===== src/rtl/otq_pkg.sv =====
`default_nettype none

package otq_pkg;

   localparam int TIME_W     = 63;
   localparam int PERIOD_W   = 40;
   localparam int MIN_LEAD_W = 20;
   localparam int HANDLE_W   = 4;
   localparam int KIND_W     = 2;

   localparam logic [MIN_LEAD_W-1:0] MIN_LEAD_RESET = 20'd100;

   localparam logic MODE_ADD  = 1'b0;
   localparam logic MODE_TICK = 1'b1;

   localparam logic [KIND_W-1:0] KIND_ADDED   = 2'd0;
   localparam logic [KIND_W-1:0] KIND_FIRED   = 2'd1;
   localparam logic [KIND_W-1:0] KIND_SUMMARY = 2'd2;
   localparam logic [KIND_W-1:0] KIND_FULL    = 2'd3;

   typedef struct packed {
      logic                mode;
      logic [TIME_W-1:0]   expire_at;
      logic [PERIOD_W-1:0] period_us;
      logic [TIME_W-1:0]   now_us;
   } otq_req_type;

   typedef struct packed {
      logic [KIND_W-1:0]   kind;
      logic [HANDLE_W-1:0] handle;
      logic                arm_valid;
      logic [TIME_W-1:0]   arm_delay_us;
      logic [TIME_W-1:0]   next_deadline;
      logic                last;
   } otq_rsp_type;

   typedef enum logic [3:0] {
      ST_IDLE,
      ST_ADD_SCAN,
      ST_ADD_CALC,
      ST_ADD_EMIT,
      ST_FULL_EMIT,
      ST_TICK_SCAN,
      ST_FIRE,
      ST_SUM_SCAN,
      ST_SUM_CALC,
      ST_SUM_EMIT
   } otq_state_type;

   // Which slots take part in a scan for the earliest deadline.
   typedef enum logic [1:0] {
      SCAN_USED,
      SCAN_MARK,
      SCAN_DUE
   } otq_scan_sel_type;

   typedef enum logic [2:0] {
      EMIT_NONE,
      EMIT_ADD,
      EMIT_FULL,
      EMIT_FIRE,
      EMIT_SUM
   } otq_emit_type;

   typedef struct packed {
      logic             capture;
      logic             scan_start;
      otq_scan_sel_type scan_sel;
      logic             add_commit;
      logic             sum_calc;
      otq_emit_type     emit;
   } otq_cmd_type;

   typedef struct packed {
      logic scan_busy;
      logic found;
      logic full;
      logic out_free;
   } otq_status_type;

endpackage

`default_nettype wire


===== src/rtl/otq_ctrl.sv =====
`default_nettype none

module otq_ctrl (
   input  wire logic                   clock,
   input  wire logic                   reset,
   input  wire logic                   req_valid,
   input  wire logic                   req_mode,
   output logic                        req_stall,
   input  wire otq_pkg::otq_status_type status,
   output otq_pkg::otq_cmd_type        cmd
);

   otq_pkg::otq_state_type state_ff, state_in;

   always_ff @(posedge clock) begin
      if (reset) begin
         state_ff <= otq_pkg::ST_IDLE;
      end else begin
         state_ff <= state_in;
      end
   end

   always_comb begin
      state_in = state_ff;
      case (state_ff)
         otq_pkg::ST_IDLE: begin
            if (req_valid) begin
               state_in = (req_mode == otq_pkg::MODE_TICK) ? otq_pkg::ST_TICK_SCAN
                                                           : otq_pkg::ST_ADD_SCAN;
            end
         end
         otq_pkg::ST_ADD_SCAN: begin
            if (!status.scan_busy) begin
               state_in = status.full ? otq_pkg::ST_FULL_EMIT : otq_pkg::ST_ADD_CALC;
            end
         end
         otq_pkg::ST_ADD_CALC: begin
            state_in = otq_pkg::ST_ADD_EMIT;
         end
         otq_pkg::ST_ADD_EMIT, otq_pkg::ST_FULL_EMIT, otq_pkg::ST_SUM_EMIT: begin
            if (status.out_free) begin
               state_in = otq_pkg::ST_IDLE;
            end
         end
         otq_pkg::ST_TICK_SCAN: begin
            if (!status.scan_busy) begin
               state_in = status.found ? otq_pkg::ST_FIRE : otq_pkg::ST_SUM_SCAN;
            end
         end
         otq_pkg::ST_FIRE: begin
            if (status.out_free) begin
               state_in = otq_pkg::ST_TICK_SCAN;
            end
         end
         otq_pkg::ST_SUM_SCAN: begin
            if (!status.scan_busy) begin
               state_in = otq_pkg::ST_SUM_CALC;
            end
         end
         otq_pkg::ST_SUM_CALC: begin
            state_in = otq_pkg::ST_SUM_EMIT;
         end
         default: begin
            state_in = otq_pkg::ST_IDLE;
         end
      endcase
   end

   always_comb begin
      cmd            = '0;
      cmd.scan_sel   = otq_pkg::SCAN_USED;
      cmd.emit       = otq_pkg::EMIT_NONE;
      req_stall      = (state_ff != otq_pkg::ST_IDLE);
      case (state_ff)
         otq_pkg::ST_IDLE: begin
            cmd.capture    = req_valid;
            cmd.scan_start = req_valid;
            cmd.scan_sel   = (req_mode == otq_pkg::MODE_TICK) ? otq_pkg::SCAN_MARK
                                                              : otq_pkg::SCAN_USED;
         end
         otq_pkg::ST_ADD_CALC: begin
            cmd.add_commit = 1'b1;
         end
         otq_pkg::ST_ADD_EMIT: begin
            if (status.out_free) begin
               cmd.emit = otq_pkg::EMIT_ADD;
            end
         end
         otq_pkg::ST_FULL_EMIT: begin
            if (status.out_free) begin
               cmd.emit = otq_pkg::EMIT_FULL;
            end
         end
         otq_pkg::ST_TICK_SCAN: begin
            if (!status.scan_busy && !status.found) begin
               cmd.scan_start = 1'b1;
               cmd.scan_sel   = otq_pkg::SCAN_USED;
            end
         end
         otq_pkg::ST_FIRE: begin
            if (status.out_free) begin
               cmd.emit       = otq_pkg::EMIT_FIRE;
               cmd.scan_start = 1'b1;
               cmd.scan_sel   = otq_pkg::SCAN_DUE;
            end
         end
         otq_pkg::ST_SUM_CALC: begin
            cmd.sum_calc = 1'b1;
         end
         otq_pkg::ST_SUM_EMIT: begin
            if (status.out_free) begin
               cmd.emit = otq_pkg::EMIT_SUM;
            end
         end
         default: begin
            cmd = cmd;
         end
      endcase
   end

endmodule

`default_nettype wire


===== src/rtl/otq_datapath.sv =====
`default_nettype none

module otq_datapath #(
   parameter int TIMER_SLOTS = 16
) (
   input  wire logic                                clock,
   input  wire logic                                reset,
   input  wire otq_pkg::otq_req_type                req_data,
   input  wire otq_pkg::otq_cmd_type                cmd,
   input  wire logic                                csr_we,
   input  wire logic [otq_pkg::MIN_LEAD_W-1:0]      csr_data,
   input  wire logic                                rsp_stall,
   output logic                                     rsp_valid,
   output otq_pkg::otq_rsp_type                     rsp_data,
   output otq_pkg::otq_status_type                  status
);

   localparam int SLOT_W = (TIMER_SLOTS > 1) ? $clog2(TIMER_SLOTS) : 1;
   localparam logic [SLOT_W-1:0] LAST_SLOT = SLOT_W'(TIMER_SLOTS - 1);
   localparam int TW = otq_pkg::TIME_W;
   localparam int PW = otq_pkg::PERIOD_W;

   // Timer storage.
   logic [TW-1:0]          dl_mem_ff  [TIMER_SLOTS];
   logic [PW-1:0]          per_mem_ff [TIMER_SLOTS];
   logic [TIMER_SLOTS-1:0] used_ff;
   logic [TIMER_SLOTS-1:0] due_ff;

   // Captured item and register.
   logic [TW-1:0]                  expire_ff, now_ff;
   logic [PW-1:0]                  period_ff;
   logic [otq_pkg::MIN_LEAD_W-1:0] min_lead_ff;
   logic [SLOT_W-1:0]              free_idx_ff;
   logic                           full_ff;

   // Scan pipeline.
   logic                      scan_run_ff;
   logic [SLOT_W-1:0]         scan_addr_ff;
   otq_pkg::otq_scan_sel_type scan_sel_ff;
   logic                      rd_vld_ff;
   logic [SLOT_W-1:0]         rd_idx_ff;
   logic [TW-1:0]             rd_dl_ff;
   logic [PW-1:0]             rd_per_ff;
   logic                      best_found_ff;
   logic [SLOT_W-1:0]         best_idx_ff;
   logic [TW-1:0]             best_dl_ff;

   // Arithmetic results.
   logic [TW-1:0] diff_ff;
   logic          changed_ff;
   logic [TW-1:0] newmin_ff;

   logic                 rsp_valid_ff;
   otq_pkg::otq_rsp_type rsp_data_ff, rsp_data_in;

   logic              out_free;
   logic [SLOT_W-1:0] free_idx;
   logic              free_none;
   logic              rd_late;
   logic              cand;
   logic              better;
   logic [TW:0]       reload_sum;
   logic [TW-1:0]     reload_dl;
   logic [TW-1:0]     diff_src;
   logic [TW:0]       diff_full;
   logic [TW-1:0]     lead_ext;
   logic [TW-1:0]     lead_max;
   logic              dl_we;
   logic [SLOT_W-1:0] dl_waddr;
   logic [TW-1:0]     dl_wdata;

   assign out_free = !rsp_valid_ff || !rsp_stall;

   always_comb begin
      free_idx  = '0;
      free_none = 1'b1;
      for (int i = TIMER_SLOTS - 1; i >= 0; i--) begin
         if (!used_ff[i]) begin
            free_idx  = SLOT_W'(i);
            free_none = 1'b0;
         end
      end
   end

   always_ff @(posedge clock) begin
      if (cmd.capture) begin
         expire_ff   <= req_data.expire_at;
         period_ff   <= req_data.period_us;
         now_ff      <= req_data.now_us;
         free_idx_ff <= free_idx;
         full_ff     <= free_none;
      end
   end

   always_ff @(posedge clock) begin
      if (reset) begin
         min_lead_ff <= otq_pkg::MIN_LEAD_RESET;
      end else if (csr_we) begin
         min_lead_ff <= csr_data;
      end
   end

   // Reload of a fired periodic timer saturates at the top of the time range.
   assign reload_sum = {1'b0, now_ff} + {{(TW + 1 - PW){1'b0}}, rd_per_ff};
   assign reload_dl  = reload_sum[TW] ? {TW{1'b1}} : reload_sum[TW-1:0];

   always_comb begin
      dl_we    = 1'b0;
      dl_waddr = best_idx_ff;
      dl_wdata = reload_dl;
      if (cmd.add_commit) begin
         dl_we    = 1'b1;
         dl_waddr = free_idx_ff;
         dl_wdata = expire_ff;
      end else if (cmd.emit == otq_pkg::EMIT_FIRE && rd_per_ff != '0) begin
         dl_we = 1'b1;
      end
   end

   always_ff @(posedge clock) begin
      if (dl_we) begin
         dl_mem_ff[dl_waddr] <= dl_wdata;
      end
      rd_dl_ff <= dl_mem_ff[scan_addr_ff];
   end

   always_ff @(posedge clock) begin
      if (cmd.add_commit) begin
         per_mem_ff[free_idx_ff] <= period_ff;
      end
      rd_per_ff <= per_mem_ff[best_idx_ff];
   end

   // Scan address stage: one slot read per cycle.
   always_ff @(posedge clock) begin
      if (reset) begin
         scan_run_ff  <= 1'b0;
         scan_addr_ff <= '0;
         rd_vld_ff    <= 1'b0;
         scan_sel_ff  <= otq_pkg::SCAN_USED;
      end else begin
         rd_vld_ff <= scan_run_ff;
         if (cmd.scan_start) begin
            scan_run_ff  <= 1'b1;
            scan_addr_ff <= '0;
            scan_sel_ff  <= cmd.scan_sel;
         end else if (scan_run_ff) begin
            if (scan_addr_ff == LAST_SLOT) begin
               scan_run_ff <= 1'b0;
            end else begin
               scan_addr_ff <= scan_addr_ff + 1'b1;
            end
         end
      end
   end

   always_ff @(posedge clock) begin
      rd_idx_ff <= scan_addr_ff;
   end

   // Compare stage: strict less-than in ascending slot order keeps the
   // lower slot on equal deadlines.
   assign rd_late = rd_dl_ff > now_ff;

   always_comb begin
      case (scan_sel_ff)
         otq_pkg::SCAN_USED: cand = used_ff[rd_idx_ff];
         otq_pkg::SCAN_MARK: cand = used_ff[rd_idx_ff] && !rd_late;
         otq_pkg::SCAN_DUE:  cand = due_ff[rd_idx_ff];
         default:            cand = 1'b0;
      endcase
   end

   assign better = rd_vld_ff && cand && (!best_found_ff || rd_dl_ff < best_dl_ff);

   always_ff @(posedge clock) begin
      if (reset) begin
         best_found_ff <= 1'b0;
      end else if (cmd.scan_start) begin
         best_found_ff <= 1'b0;
      end else if (better) begin
         best_found_ff <= 1'b1;
      end
   end

   always_ff @(posedge clock) begin
      if (better) begin
         best_idx_ff <= rd_idx_ff;
         best_dl_ff  <= rd_dl_ff;
      end
   end

   always_ff @(posedge clock) begin
      if (reset) begin
         used_ff <= '0;
         due_ff  <= '0;
      end else begin
         if (rd_vld_ff && scan_sel_ff == otq_pkg::SCAN_MARK) begin
            due_ff[rd_idx_ff] <= used_ff[rd_idx_ff] && !rd_late;
         end
         if (cmd.add_commit) begin
            used_ff[free_idx_ff] <= 1'b1;
         end
         if (cmd.emit == otq_pkg::EMIT_FIRE) begin
            due_ff[best_idx_ff] <= 1'b0;
            if (rd_per_ff == '0) begin
               used_ff[best_idx_ff] <= 1'b0;
            end
         end
      end
   end

   // Delay to the deadline, clamped at zero; the minimum lead is applied
   // on the way into the result register.
   assign diff_src  = cmd.add_commit ? expire_ff : best_dl_ff;
   assign diff_full = {1'b0, diff_src} - {1'b0, now_ff};

   always_ff @(posedge clock) begin
      if (cmd.add_commit || cmd.sum_calc) begin
         diff_ff <= diff_full[TW] ? '0 : diff_full[TW-1:0];
      end
      if (cmd.add_commit) begin
         changed_ff <= !best_found_ff || (expire_ff < best_dl_ff);
         newmin_ff  <= (!best_found_ff || (expire_ff < best_dl_ff)) ? expire_ff
                                                                     : best_dl_ff;
      end
   end

   assign lead_ext = {{(TW - otq_pkg::MIN_LEAD_W){1'b0}}, min_lead_ff};
   assign lead_max = (diff_ff < lead_ext) ? lead_ext : diff_ff;

   always_comb begin
      rsp_data_in = '0;
      case (cmd.emit)
         otq_pkg::EMIT_ADD: begin
            rsp_data_in.kind          = otq_pkg::KIND_ADDED;
            rsp_data_in.handle        = otq_pkg::HANDLE_W'(free_idx_ff);
            rsp_data_in.arm_valid     = changed_ff;
            rsp_data_in.arm_delay_us  = changed_ff ? lead_max : '0;
            rsp_data_in.next_deadline = newmin_ff;
            rsp_data_in.last          = 1'b1;
         end
         otq_pkg::EMIT_FULL: begin
            rsp_data_in.kind          = otq_pkg::KIND_FULL;
            rsp_data_in.next_deadline = best_found_ff ? best_dl_ff : '0;
            rsp_data_in.last          = 1'b1;
         end
         otq_pkg::EMIT_FIRE: begin
            rsp_data_in.kind   = otq_pkg::KIND_FIRED;
            rsp_data_in.handle = otq_pkg::HANDLE_W'(best_idx_ff);
         end
         otq_pkg::EMIT_SUM: begin
            rsp_data_in.kind          = otq_pkg::KIND_SUMMARY;
            rsp_data_in.arm_valid     = best_found_ff;
            rsp_data_in.arm_delay_us  = best_found_ff ? lead_max : '0;
            rsp_data_in.next_deadline = best_found_ff ? best_dl_ff : '0;
            rsp_data_in.last          = 1'b1;
         end
         default: begin
            rsp_data_in = '0;
         end
      endcase
   end

   always_ff @(posedge clock) begin
      if (reset) begin
         rsp_valid_ff <= 1'b0;
      end else if (cmd.emit != otq_pkg::EMIT_NONE) begin
         rsp_valid_ff <= 1'b1;
      end else if (!rsp_stall) begin
         rsp_valid_ff <= 1'b0;
      end
   end

   always_ff @(posedge clock) begin
      if (cmd.emit != otq_pkg::EMIT_NONE) begin
         rsp_data_ff <= rsp_data_in;
      end
   end

   assign rsp_valid        = rsp_valid_ff;
   assign rsp_data         = rsp_data_ff;
   assign status.scan_busy = scan_run_ff || rd_vld_ff;
   assign status.found     = best_found_ff;
   assign status.full      = full_ff;
   assign status.out_free  = out_free;

`ifndef ASSERT_OFF
   a_emit_needs_room: assert property (@(posedge clock) disable iff (reset)
      cmd.emit != otq_pkg::EMIT_NONE |-> out_free)
      else $error("result loaded while the output register is still held");

   a_fire_is_due: assert property (@(posedge clock) disable iff (reset)
      cmd.emit == otq_pkg::EMIT_FIRE |-> used_ff[best_idx_ff] && due_ff[best_idx_ff])
      else $error("fired a slot that is not a due timer");

   a_fire_clears_due: assert property (@(posedge clock) disable iff (reset)
      cmd.emit == otq_pkg::EMIT_FIRE |=> !due_ff[$past(best_idx_ff)])
      else $error("fired timer still marked due");

   a_commit_not_full: assert property (@(posedge clock) disable iff (reset)
      cmd.add_commit |-> !full_ff && !used_ff[free_idx_ff])
      else $error("add written into an occupied slot");

   a_scan_start_idle: assert property (@(posedge clock) disable iff (reset)
      cmd.scan_start |-> !scan_run_ff && !rd_vld_ff)
      else $error("scan restarted while a scan is in flight");
`endif

endmodule

`default_nettype wire


===== src/rtl/ordered_timer_queue.sv =====
`default_nettype none

// Ordered timer queue: a store of TIMER_SLOTS timers, each an absolute
// deadline and a repeat period in microseconds. A request beat with mode 0
// adds a timer in the lowest free slot and answers with one beat giving the
// handle, whether the earliest deadline moved (and then the arm delay), and
// the new earliest deadline; a full store answers with a store-full beat.
// A request beat with mode 1 is a tick at now_us: every timer due at or
// before now_us fires, in deadline order with ties to the lower slot, one
// response beat per fired timer, periodic timers reload to now_us plus
// period (saturating), one-shot timers are freed, and a closing summary beat
// gives the next deadline and, if a timer is left, an arm delay of at least
// min_lead_us. The last field marks the closing beat of each request. The
// block works on one request at a time and holds req_stall high until its
// closing beat is in the output register. Every search for the earliest
// deadline is a scan through the deadline memory at one slot per cycle.
// The min_lead_us register is written through the csr port, which is always
// ready and is meant to be written while the queue is idle.

module ordered_timer_queue #(
   parameter int TIMER_SLOTS = 16
) (
   input  wire logic                           clock,
   input  wire logic                           reset,
   input  wire logic                           req_valid,
   output logic                                req_stall,
   input  wire otq_pkg::otq_req_type           req_data,
   output logic                                rsp_valid,
   input  wire logic                           rsp_stall,
   output otq_pkg::otq_rsp_type                rsp_data,
   input  wire logic                           csr_valid,
   output logic                                csr_ready,
   input  wire logic [otq_pkg::MIN_LEAD_W-1:0] csr_data
);

   otq_pkg::otq_cmd_type    cmd;
   otq_pkg::otq_status_type status;

   // The single register can be taken on any cycle.
   assign csr_ready = 1'b1;

   // The controller sequences the scans, fires and result beats.
   otq_ctrl u_ctrl (
      .clock     (clock),
      .reset     (reset),
      .req_valid (req_valid),
      .req_mode  (req_data.mode),
      .req_stall (req_stall),
      .status    (status),
      .cmd       (cmd)
   );

   // The datapath holds the timer memories, the scan unit, the delay
   // arithmetic and the output register.
   otq_datapath #(
      .TIMER_SLOTS (TIMER_SLOTS)
   ) u_datapath (
      .clock     (clock),
      .reset     (reset),
      .req_data  (req_data),
      .cmd       (cmd),
      .csr_we    (csr_valid && csr_ready),
      .csr_data  (csr_data),
      .rsp_stall (rsp_stall),
      .rsp_valid (rsp_valid),
      .rsp_data  (rsp_data),
      .status    (status)
   );

endmodule

`default_nettype wire

===== config.mk =====
export PLATFORM = sky130hd
export DESIGN_NAME = ordered_timer_queue
export DESIGN_NICKNAME = d
export VERILOG_FILES = /design/src/rtl/otq_pkg.sv /design/src/rtl/otq_ctrl.sv /design/src/rtl/otq_datapath.sv /design/src/rtl/ordered_timer_queue.sv
export SDC_FILE = /design/constraint.sdc
export NUM_CORES = 2
export LEC_CHECK = 0
export BUFFER_PORTS_ARGS = -buffer_cell sky130_fd_sc_hd__buf_2
export CAP_MARGIN = 30
export CORE_ASPECT_RATIO = 0.5
export CORE_UTILIZATION = 49
export CTS_CLUSTER_DIAMETER = 50
export CTS_CLUSTER_SIZE = 25
export DETAILED_ROUTE_END_ITERATION = 7
export GPL_TIMING_DRIVEN = 0
export HOLD_SLACK_MARGIN = 0.12
export PLACE_DENSITY_LB_ADDON = 0.05
export SYNTH_ARGS = -nofsm -noshare
export SYNTH_HDL_FRONTEND = slang
export SYNTH_SLANG_ARGS = --single-unit

===== constraint.sdc =====
create_clock -name clock -period 10.35 [get_ports clock]
set_input_delay 1.035 -clock clock [delete_from_list [all_inputs] [get_ports clock]]
set_output_delay 1.035 -clock clock [all_outputs]
set_load 0.03 [all_outputs]

==> results list <==
* Core Region: 196600 sq um
- After detailed routing, the average wire length per cell comes to 33.26 um.
- In the global route stage, overall resource usage came out at 0.2968.
- Post-layout power: 25.05 mW
- Worst Max-Slew Pin Slew: 1.172 ns
- Overall die width: 631.2 um
- Clock-pin slew on the worst setup and hold paths: 0.10 ns
* Global-route wire length before repair: 414300 um
* Maximum fanout along the worst path: 44
- For this block, the via count after detailed routing is 55950.
* Fraction of final layout cells with drive strength greater than 1: 0.2289
* Drt drc: 4
- Total Routed Length: 297900 um
- Dividing the synthesized area by the synthesized cell count gives 17.63 sq um.
* Number of distinct library cells after synthesis: 77
* Async set-reset flop share out of synthesis: 0
- Sorting the synthesized cells by area gives the leading types as edfxtp_1 66%, mux4_2 12%, ha_1 4.0%, dfxtp_1 3.6%, a21oi_1 1.2%.
- The die is 316.6 um tall.
- The number of nets in the synthesized netlist is 6007.
- Detailed routing placed a total of 22090 um of wire on met3.
* Final Slew Violations: 0
- The via count of the first global-routing pass came to 55350.
* Number of setup violations in the final report: 0
* Worst-case vdd ir drop: 0.0001330 V
- Max-cap violations in this run came to 0.
- The number of gates resized after CTS was 0.
- Between clock sinks in the finished design, the worst skew comes to 0.06329 ns.
* Top cell type's share of synthesized area: 0.6647
* Area of the die: 199800 sq um
- Relative slew slack: 0.2139
- Post-Synthesis Cell Area: 96990 sq um
- F_max: 128.0 MHz
- Main flop type after synthesis: edfxtp_1
- The worst hold path belongs to the class input pin to flip-flop.
* Sequential fraction of the synthesis area: 0.7004
- Placer Congestion: 0.9566
- The floorplan has 115 rows.
- Post-route worst hold slack: 0.3492 ns
* Sink Count: 2320
* Worst setup path class: flip-flop to flip-flop
- Final net count: 6717
- The flow ran to the end, but the final reports show violations.
- Post-CTS setup buffer count: 0
- For the final routed database, the setup TNS stands at 0 ns.
- DP HPWL: 216500 um
- Maximum level of the CTS H-tree: 4
- Final critical path time including I/O delays and setup: 7.810 ns
- Initial antenna violation count: 22
- Clk_lat worst skew: 0.85 ns
- The filler cells instantiated in the layout total 15380.
- Starting density of the core: 0.4935
* Data arrival time of the critical path: 8.36 ns
- Vias per std cell: 6.245
- The longest clock path from root to sink contains 4 buffers.
* Number of CTS-inserted buffers: 145
* Top metal layer carrying routed signals: met4
- Cell accounting for the most synthesized area: edfxtp_1
* I/O Pins: 329
- CTS placed an instance of clkbuf_16 at the clock tree root.
- Entering global routing, the biggest net connects 45 pins.
- Violated checks: design-rule violations
* Wire length the detailed router placed on met1: 125100 um
- For this run the aggregate overflow at the end of global routing stands at 0.
- PwrDens: 226.6 nW/um^2
* Number of hold-slack violations in the final timing report: 0
* Antenna-violating nets left: 0
- The worst setup path is launched from a flip-flop.
- Unrepaired setup endpoints after global routing: no
- Number of DRC markers in iteration 0: 7085
- The first TritonRoute pass finished after 7 iterations.
- Yosys Warn Count: 0
- STA puts the critical path data required time at 10.90 ns.
- Of the available clock period, the critical path in the final layout requires 0.7546.
- Lkg Pwr: 37.37 nW
- The area growth from synthesis to layout is 13.96%.
* Type of destination of the critical path: flip-flop
- The synthesized design contains 2147 enable-type register cells.
- In this run, synthesis produced a sequential element count of 2320.
- WL met2: 140200 um
- Post-CTS Hold Buffers: 0
* Cell count after synthesis: 5503
- TritonCTS clock tree: done
* # port buffers: 326
[final cells by class]
type / instances / area (sq um) / share of cell area
Antenna cell: 8 / 20.02 / 0.0001811
Buffer: 234 / 950.9 / 0.008603
Clock buffer: 184 / 3859 / 0.03491
Clock inverter: 68 / 928.4 / 0.008399
Inverter: 189 / 709.4 / 0.006418
Multi-Input combinational cell: 2760 / 27660 / 0.2503
Sequential cell: 2320 / 67940 / 0.6146
Tap cell: 2632 / 3293 / 0.02979
Timing Repair Buffer: 563 / 5170 / 0.04677
[power by group]
| part | switching, mW | internal (mW) | leakage (nW) |
|---|---|---|---|
| Clock | 3.32 | 3.01 | 2.32 |
| Sequential | 0.641 | 11.9 | 20.9 |
| Combinational | 4.00 | 2.17 | 14.2 |
| Total | 7.97 | 17.1 | 37.4 |
[per-stage QoR]
step / area (sq um) / cells / utilization / worst slack (ns)
after CTS: 110400 / 8935 / 0.5615 / 2.692
final: 110500 / 8958 / 0.5623 / 2.540
after global routing: 110500 / 8951 / 0.5623 / 2.409
after global placement: 101900 / 8461 / 0.5185 / -6.992
after floorplan: 96990 / 5503 / - / 0.6377
after detailed placement: 105600 / 8683 / 0.5372 / 2.779
[cells in the mapped netlist, drive strengths merged, types with 60 or more instances]
| cell type | number |
|---|---|
| o21ai | 186 |
| and2 | 64 |
| mux4 | 525 |
| a31oi | 61 |
| inv | 188 |
| ha | 310 |
| mux2 | 64 |
| edfxtp | 2147 |
| dfxtp | 173 |
| nand2 | 203 |
| nor2 | 277 |
| a21o | 128 |
| a21oi | 231 |
| clkbuf | 174 |
| buf | 60 |
| nand4 | 75 |
| xnor2 | 60 |
| a22o | 65 |
[flip-flops by register name, summed over array words and instances, names as in the netlist, 16 cells and up]
signal and cells:
u_datapath.due_ff 16, u_datapath.min_lead_ff 20, u_datapath.expire_ff 63, u_datapath.rsp_data 134, u_datapath.diff_ff 63, u_datapath.rd_dl_ff 63, u_datapath.dl_mem_ff 1008, u_datapath.period_ff 40
u_datapath.per_mem_ff 640, u_datapath.rd_per_ff 40, u_datapath.used_ff 16, u_datapath.newmin_ff 63, u_datapath.best_dl_ff 63, u_datapath.now_ff 63
[metal layers]
layer  vias to the layer above  GRT usage
li1                      23530          -
met5                         -          0
met4                         0    0.09437
met2                      2306     0.4772
met3                       415    0.04205
met1                     29690     0.4241
[cells in the final DEF (no fill, tap or decap), types with 41 or more instances in the layout]
cell type,instances
nor2_1,263
xor2_1,42
clkbuf_1,201
inv_1,188
buf_1,43
buf_8,68
mux2i_1,45
buf_4,57
buf_2,342
edfxtp_1,2147
a21o_1,128
nand2_1,203
xnor2_1,60
mux2_2,62
clkbuf_16,148
ha_1,310
nand4_1,75
a22o_1,65
o21ai_0,183
a31oi_1,60
a21oi_1,230
dfxtp_1,173
and2_1,57
nand3_1,41
mux4_2,525
[cell families (layout without fill, tap and decap cells)]
family          Yosys count  after routing  share of synthesized area
buf+inv                 423           1238                    0.01693
flops                  2320           2320                     0.7004
simple gates            859            859                    0.04236
other cells               1              9                 0.00003866
fa+ha+maj               312            312                    0.04040
compound gates          852            852                    0.05665
mux                     634            634                     0.1340
xor+xnor                102            102                   0.009211
[worst max-delay path: stages, from the launching register on]
cell and delay [ns]:
dfxtp_1 0.31, clkbuf_1 0.21, nor2b_1 0.24, nand2_1 0.21, clkinv_1 0.37, clkbuf_1 0.58, buf_8 0.25, clkbuf_1 0.55
clkbuf_4 0.67, buf_16 0.29, o21ai_0 0.16, ha_1 0.39, o211a_1 0.18, o31ai_1 0.13, a21oi_1 0.35, a21oi_1 0.18
o31a_1 0.41, a211o_1 0.34, o21ai_1 0.32, a211oi_1 0.22, buf_2 0.22, buf_2 0.25, nor3_1 0.54
[path summary, 6_finish.rpt]
path / slack (ns) / cells past startpoint / endpoint / from
worst min-delay path: 0.35 / 1 / u_datapath.period_ff[15]$_DFFE_PP_ / req_data[78]
worst min register to register: 0.47 / 0 / u_datapath.rd_idx_ff[3]$_DFF_P_ / u_datapath.scan_addr_ff[3]$_SDFFE_PP0P_
worst max-delay path: 2.54 / 22 / u_datapath.diff_ff[54]$_SDFFCE_PN0P_ / u_ctrl.state_ff[0]$_SDFFE_PP0P_
worst max register to register: 2.54 / 22 / u_datapath.diff_ff[54]$_SDFFCE_PN0P_ / u_ctrl.state_ff[0]$_SDFFE_PP0P_
Power figures use the tool's default switching activity.
